===== src/alil_pkg.sv =====
`timescale 1ns / 1ps
// alil_pkg: shared types and codes for the arc length inverse lookup
// used by alil_ctrl, alil_dp and arc_length_inverse_lookup_top

package alil_pkg;

  localparam int CFG_WIDTH   = 9;
  localparam int INDEX_WIDTH = 8;

  localparam logic CMD_WRITE = 1'b0;
  localparam logic CMD_QUERY = 1'b1;

  typedef enum logic [3:0] {
    ST_IDLE,
    ST_SRCH_ADDR,
    ST_SRCH_CMP,
    ST_CHECK,
    ST_FETCH_LO,
    ST_CAPT_LO,
    ST_PREP,
    ST_MUL,
    ST_DIV_INIT,
    ST_DIV,
    ST_FINISH,
    ST_PUBLISH
  } alil_state_t;

  typedef struct packed {
    logic accept;
    logic srch_rd;
    logic srch_upd;
    logic check;
    logic hi_rd;
    logic lo_rd;
    logic hi_cap;
    logic lo_cap;
    logic prep;
    logic mul;
    logic div_init;
    logic div_step;
    logic finish;
    logic publish;
  } alil_ctl_t;

  typedef struct packed {
    logic is_query;
    logic count_zero;
    logic first_zero;
    logic first_ge_n;
    logic range_pos;
    logic div_done;
    logic out_free;
  } alil_sts_t;

endpackage


===== src/alil_ctrl.sv =====
`timescale 1ns / 1ps
// alil_ctrl: sequencing state machine for the lookup
// depends on alil_pkg; drives alil_dp through alil_ctl_t

module alil_ctrl (
  input  logic                clk,
  input  logic                rst,
  input  logic                in_valid,
  output logic                in_stall,
  input  alil_pkg::alil_sts_t sts,
  output alil_pkg::alil_ctl_t ctl
);

  alil_pkg::alil_state_t state, state_next;

  always_ff @(posedge clk) begin
    if (rst) begin
      state <= alil_pkg::ST_IDLE;
    end else begin
      state <= state_next;
    end
  end

  always_comb begin
    state_next = state;
    ctl        = '0;
    in_stall   = 1'b1;
    unique case (state)
      alil_pkg::ST_IDLE: begin
        in_stall = 1'b0;
        if (in_valid) begin
          ctl.accept = 1'b1;
          state_next = sts.is_query ? alil_pkg::ST_SRCH_ADDR : alil_pkg::ST_PUBLISH;
        end
      end
      alil_pkg::ST_SRCH_ADDR: begin
        if (sts.count_zero) begin
          state_next = alil_pkg::ST_CHECK;
        end else begin
          ctl.srch_rd = 1'b1;
          state_next  = alil_pkg::ST_SRCH_CMP;
        end
      end
      alil_pkg::ST_SRCH_CMP: begin
        ctl.srch_upd = 1'b1;
        state_next   = alil_pkg::ST_SRCH_ADDR;
      end
      alil_pkg::ST_CHECK: begin
        if (sts.first_zero || sts.first_ge_n) begin
          ctl.check  = 1'b1;
          state_next = alil_pkg::ST_PUBLISH;
        end else begin
          ctl.hi_rd  = 1'b1;
          state_next = alil_pkg::ST_FETCH_LO;
        end
      end
      alil_pkg::ST_FETCH_LO: begin
        ctl.lo_rd  = 1'b1;
        ctl.hi_cap = 1'b1;
        state_next = alil_pkg::ST_CAPT_LO;
      end
      alil_pkg::ST_CAPT_LO: begin
        ctl.lo_cap = 1'b1;
        state_next = alil_pkg::ST_PREP;
      end
      alil_pkg::ST_PREP: begin
        ctl.prep   = 1'b1;
        state_next = alil_pkg::ST_MUL;
      end
      alil_pkg::ST_MUL: begin
        ctl.mul    = 1'b1;
        state_next = sts.range_pos ? alil_pkg::ST_DIV_INIT : alil_pkg::ST_PUBLISH;
      end
      alil_pkg::ST_DIV_INIT: begin
        ctl.div_init = 1'b1;
        state_next   = alil_pkg::ST_DIV;
      end
      alil_pkg::ST_DIV: begin
        ctl.div_step = 1'b1;
        if (sts.div_done) begin
          state_next = alil_pkg::ST_FINISH;
        end
      end
      alil_pkg::ST_FINISH: begin
        ctl.finish = 1'b1;
        state_next = alil_pkg::ST_PUBLISH;
      end
      alil_pkg::ST_PUBLISH: begin
        if (sts.out_free) begin
          ctl.publish = 1'b1;
          state_next  = alil_pkg::ST_IDLE;
        end
      end
      default: begin
        state_next = alil_pkg::ST_IDLE;
      end
    endcase
  end

endmodule


===== config.mk =====
export PLATFORM = sky130hd
export DESIGN_NAME = alil_ctrl
export DESIGN_NICKNAME = d
export VERILOG_FILES = /design/src/alil_pkg.sv /design/src/alil_ctrl.sv
export SDC_FILE = /design/constraint.sdc
export NUM_CORES = 1
export LEC_CHECK = 0
export ABC_AREA = 0
export BUFFER_PORTS_ARGS = -buffer_cell sky130_fd_sc_hd__clkbuf_2
export CORE_AREA = 2 2 39 41
export DETAILED_ROUTE_END_ITERATION = 10
export DIE_AREA = 0 0 41 43
export PLACE_DENSITY = 0.64
export SYNTH_ARGS = -nofsm -noshare
export SYNTH_HDL_FRONTEND = slang
export SYNTH_SLANG_ARGS = --single-unit
export TNS_END_PERCENT = 5

===== constraint.sdc =====
create_clock -name clk -period 1.6 [get_ports clk]
set_input_delay 0.08 -clock clk [delete_from_list [all_inputs] [get_ports clk]]
set_output_delay 0.08 -clock clk [all_outputs]
set_load 0.02 [all_outputs]

==> impl_summary.log <==
[metrics] first-pass GRT wire length: 2010 µm
[metrics] result of the run: completed
[metrics] type of the worst setup path: flop to output pin
[metrics] Die Span Y: 43 µm
[metrics] diode count: 0
[metrics] total of hold buffers inserted after clock tree synthesis: 0
[metrics] biggest area consumer among synthesized cells: dfxtp_1
[metrics] registers with the most flip-flops: state (4)
[metrics] first-pass detailed-route iteration total: 3
[metrics] antenna violations before repair: 0
[metrics] path length in cells of the critical path: 4
[metrics] clock tree from TritonCTS: built
[metrics] clk slew on worst S/H paths: 40 ps
[metrics] die width: roughly 41 µm
[metrics] final net count: about 110
[metrics] biggest area contributors in the synthesized netlist: dfxtp_1 18%, nor3_1 9.9%, nor2_1 8.3%
[metrics] number of enable-type register cells in the synthesized netlist: 0
[metrics] crit path max fanout: 10
[metrics] Largest Register: state
[metrics] Data arrival, critical path: 1370 ps
[metrics] setup TNS after final layout: 0 ps
[metrics] worst setup path end: ctl[9]
[metrics] Yosys warnings: 0
[metrics] cell count of the worst reg-to-reg path: 4
[metrics] number of nets produced by synthesis: 78
[metrics] launching instance or port of the critical path: state[1]$_SDFFE_PP0P_
[metrics] Fill cells: 163
[metrics] via count of the first global-routing pass: roughly 490
[metrics] Pwr per Cell Area: about 1500 mW/mm²
[metrics] worst path cell trace: nand2b_1, buf_4, nor4_1, clkbuf_2
[metrics] kind of cell adding the most delay to the critical path: flip-flops
[metrics] Pleak: 0.292 nW
[metrics] portion of synthesized cell area occupied by the leading cell type: 0.177
[metrics] number of resized instances in the post-cts repair step: 1
[metrics] r2r startpoint: state[1]$_SDFFE_PP0P_
[metrics] maximum number of pins on one net before global-route repair: 16
[metrics] final setup violation count: 0
[metrics] fmax: roughly 690 MHz
[metrics] deepest level of the CTS H-tree: 1
[metrics] pin slew with the least headroom to its limit: about 320 ps
[metrics] total via count in the routed design: 559
[metrics] max reg flops: 4
[metrics] effective utilization at floorplan: 0.327
[metrics] Worst VDD drop: between 0.6 and 0.7 mV
[metrics] final hold viol count: 0
[metrics] Worst Clk Skew: 6.86 ps
[metrics] drt via density: 5.08
[metrics] largest incremental delay on the critical path: 490 ps
[metrics] count of boundary I/O pins: 25
[metrics] die area: 0.00176 mm²
[metrics] post-route fraction of the period consumed by the critical path: 0.903
[metrics] flop2flop setup slack: 170 ps
[metrics] Cell Rows: 14
[metrics] all-layer global routing usage: 0.161
[metrics] critical path launch point type: flop
[metrics] number of buffers inserted by post-CTS setup repair: 0
[metrics] # clock sinks: 4
[metrics] remaining antenna violation count: 0
[metrics] max-cap check violation count: 0
[metrics] Max transition margin: 0.786
[metrics] Wirelength per Cell: 11.3 µm
[metrics] dominant synthesized flop cell: dfxtp_1
[metrics] leftover overflow at the end of global routing: 0
[metrics] Critical Path End Type: output pin
[metrics] buffer cell driving the clock tree root: clkbuf_4
[metrics] required time of the critical path: 1520 ps
[metrics] count of unique library cells instantiated by Yosys: 31
[metrics] worst r2r dst: state[3]$_SDFFE_PP0P_
[metrics] number of synthesized register bits: 4
[metrics] total count of max-transition violations in the final report: 0
[metrics] final hold slack: roughly 58 ps
[metrics] FFs w/ async S/R, synth: 0
[metrics] setup repair after global routing missed its margin: false
[metrics] total half-perimeter wirelength after legalization and detailed placement: 992 µm
[metrics] iteration-0 DRC count of the detailed router: 10
[metrics] Worst Hold Class: input port to flop
[metrics] maximum number of buffers from clock root to sink: 2
[metrics] sequential area share after synthesis: 0.177
[metrics] syn_area_per_cell: 6.66 µm²
[metrics] Gate Count Post-Synth: 68
[metrics] final weighted congestion in routability-driven placement: 0.865
[metrics] Core Box Area: 0.00138 mm²
[metrics] wire length after detailed routing: approximately 1200 µm
[metrics] number of remaining DRC errors: 0
[metrics] min Tclk post-route: 1450 ps
[metrics] Buffers on Ports: 24
[metrics] clock buffers created by TritonCTS: 3
[metrics] growth of design area from synthesis to finish: 37.0%
[metrics] CP bufs+invs: 2
[metrics] CP max stage cell: dfxtp_1
[metrics] clock insertion delay at the later pin of the skew report: between 200 and 250 ps
[metrics] Cell Area, Synth: ~450 µm²
[metrics] fraction of final layout cells with drive strength greater than 1: 0.404
-- cell usage after synthesis, types with 2 or more instances --
cell type	instances
a211oi_1	2
buf_2	3
dfxtp_1	4
inv_1	2
nand2_1	6
nand2b_1	5
nor2_1	10
nor3_1	9
o21ai_0	2
o21ai_1	3
o21bai_1	2
-- final cells by class --
cell class / instances / area [µm²] / share of cell area
clock buffer: 3 / 22.5 / 0.0363
timing repair buffer: 29 / 158 / 0.254
tap: 16 / 20.0 / 0.0323
multi-input combinational: 56 / 330 / 0.532
sequential: 4 / 82.6 / 0.133
inverter: 2 / 7.51 / 0.0121
-- through the flow --
stage          cells  utilization  setup slack, ps  instance area, µm²  power (W)
4_1_cts          110        0.446             70.1                 617   0.000952
3_3_place_gp     107        0.429              173                 593   0.000810
6_report         110        0.448              155                 621   0.000952
5_1_grt          110        0.448             24.1                 621    0.00104
3_5_place_dp     107        0.429              139                 593   0.000818
2_1_floorplan     68            -             85.7                 453   0.000642
-- worst min-delay path by stage --
stage | start | to | slack, ps | depth (start not counted)
after floorplan | rst | state[2]$_SDFFE_PP0P_ | 160 | 1
after global placement | rst | state[2]$_SDFFE_PP0P_ | 310 | 2
after detailed placement | rst | state[2]$_SDFFE_PP0P_ | 310 | 2
after CTS | rst | state[2]$_SDFFE_PP0P_ | 60 | 2
after global routing | rst | state[2]$_SDFFE_PP0P_ | 70 | 2
final | rst | state[2]$_SDFFE_PP0P_ | 60 | 2
-- metal layers --
| metal | global-route usage | vias to the layer above | part of all wire |
|---|---|---|---|
| met5 | 0 | - | 0 |
| li1 | - | 296 | - |
| met1 | 0.203 | 243 | 0.44 |
| met3 | 0 | 2 | 0.056 |
| met4 | 0.0800 | 0 | 0.0081 |
| met2 | 0.266 | 18 | 0.50 |
-- power by group --
group	switching (W)	internal, W	leakage (nW)	total [W]
Combinational	0.000331	0.000260	0.244	0.000591
Clock	0.0000430	0.0000840	0.0138	0.000127
Sequential	0.0000957	0.000138	0.0338	0.000234
-- worst reg2reg max path, cell delays in order, from the launching register on --
cell and delay [ps]:
dfxtp_1 390, or4_4 560, a21oi_2 150, or3_4 150, o21ai_1 60
-- layout by cell type, fill, tap and decap left out, types with 3 or more instances in the layout --
| cell type | synthesis | routed |
|---|---|---|
| o21ai_1 | 3 | 3 |
| nor3_1 | 9 | 9 |
| clkbuf_2 | 0 | 24 |
| buf_4 | 1 | 5 |
| nand2b_1 | 5 | 4 |
| clkbuf_4 | 0 | 3 |
| nor2_1 | 10 | 10 |
| nand2_1 | 6 | 6 |
-- logic make-up after synthesis --
kind of cell           count (synthesis)  share of synthesized area
flip-flops                             4                      0.177
AO/OA/AOI/OAI                         16                      0.243
multiplexers                           1                     0.0221
AND/OR/NAND/NOR                       39                      0.459
buffers and inverters                  8                     0.0994
No activity file was read; power rests on OpenSTA's default activity.
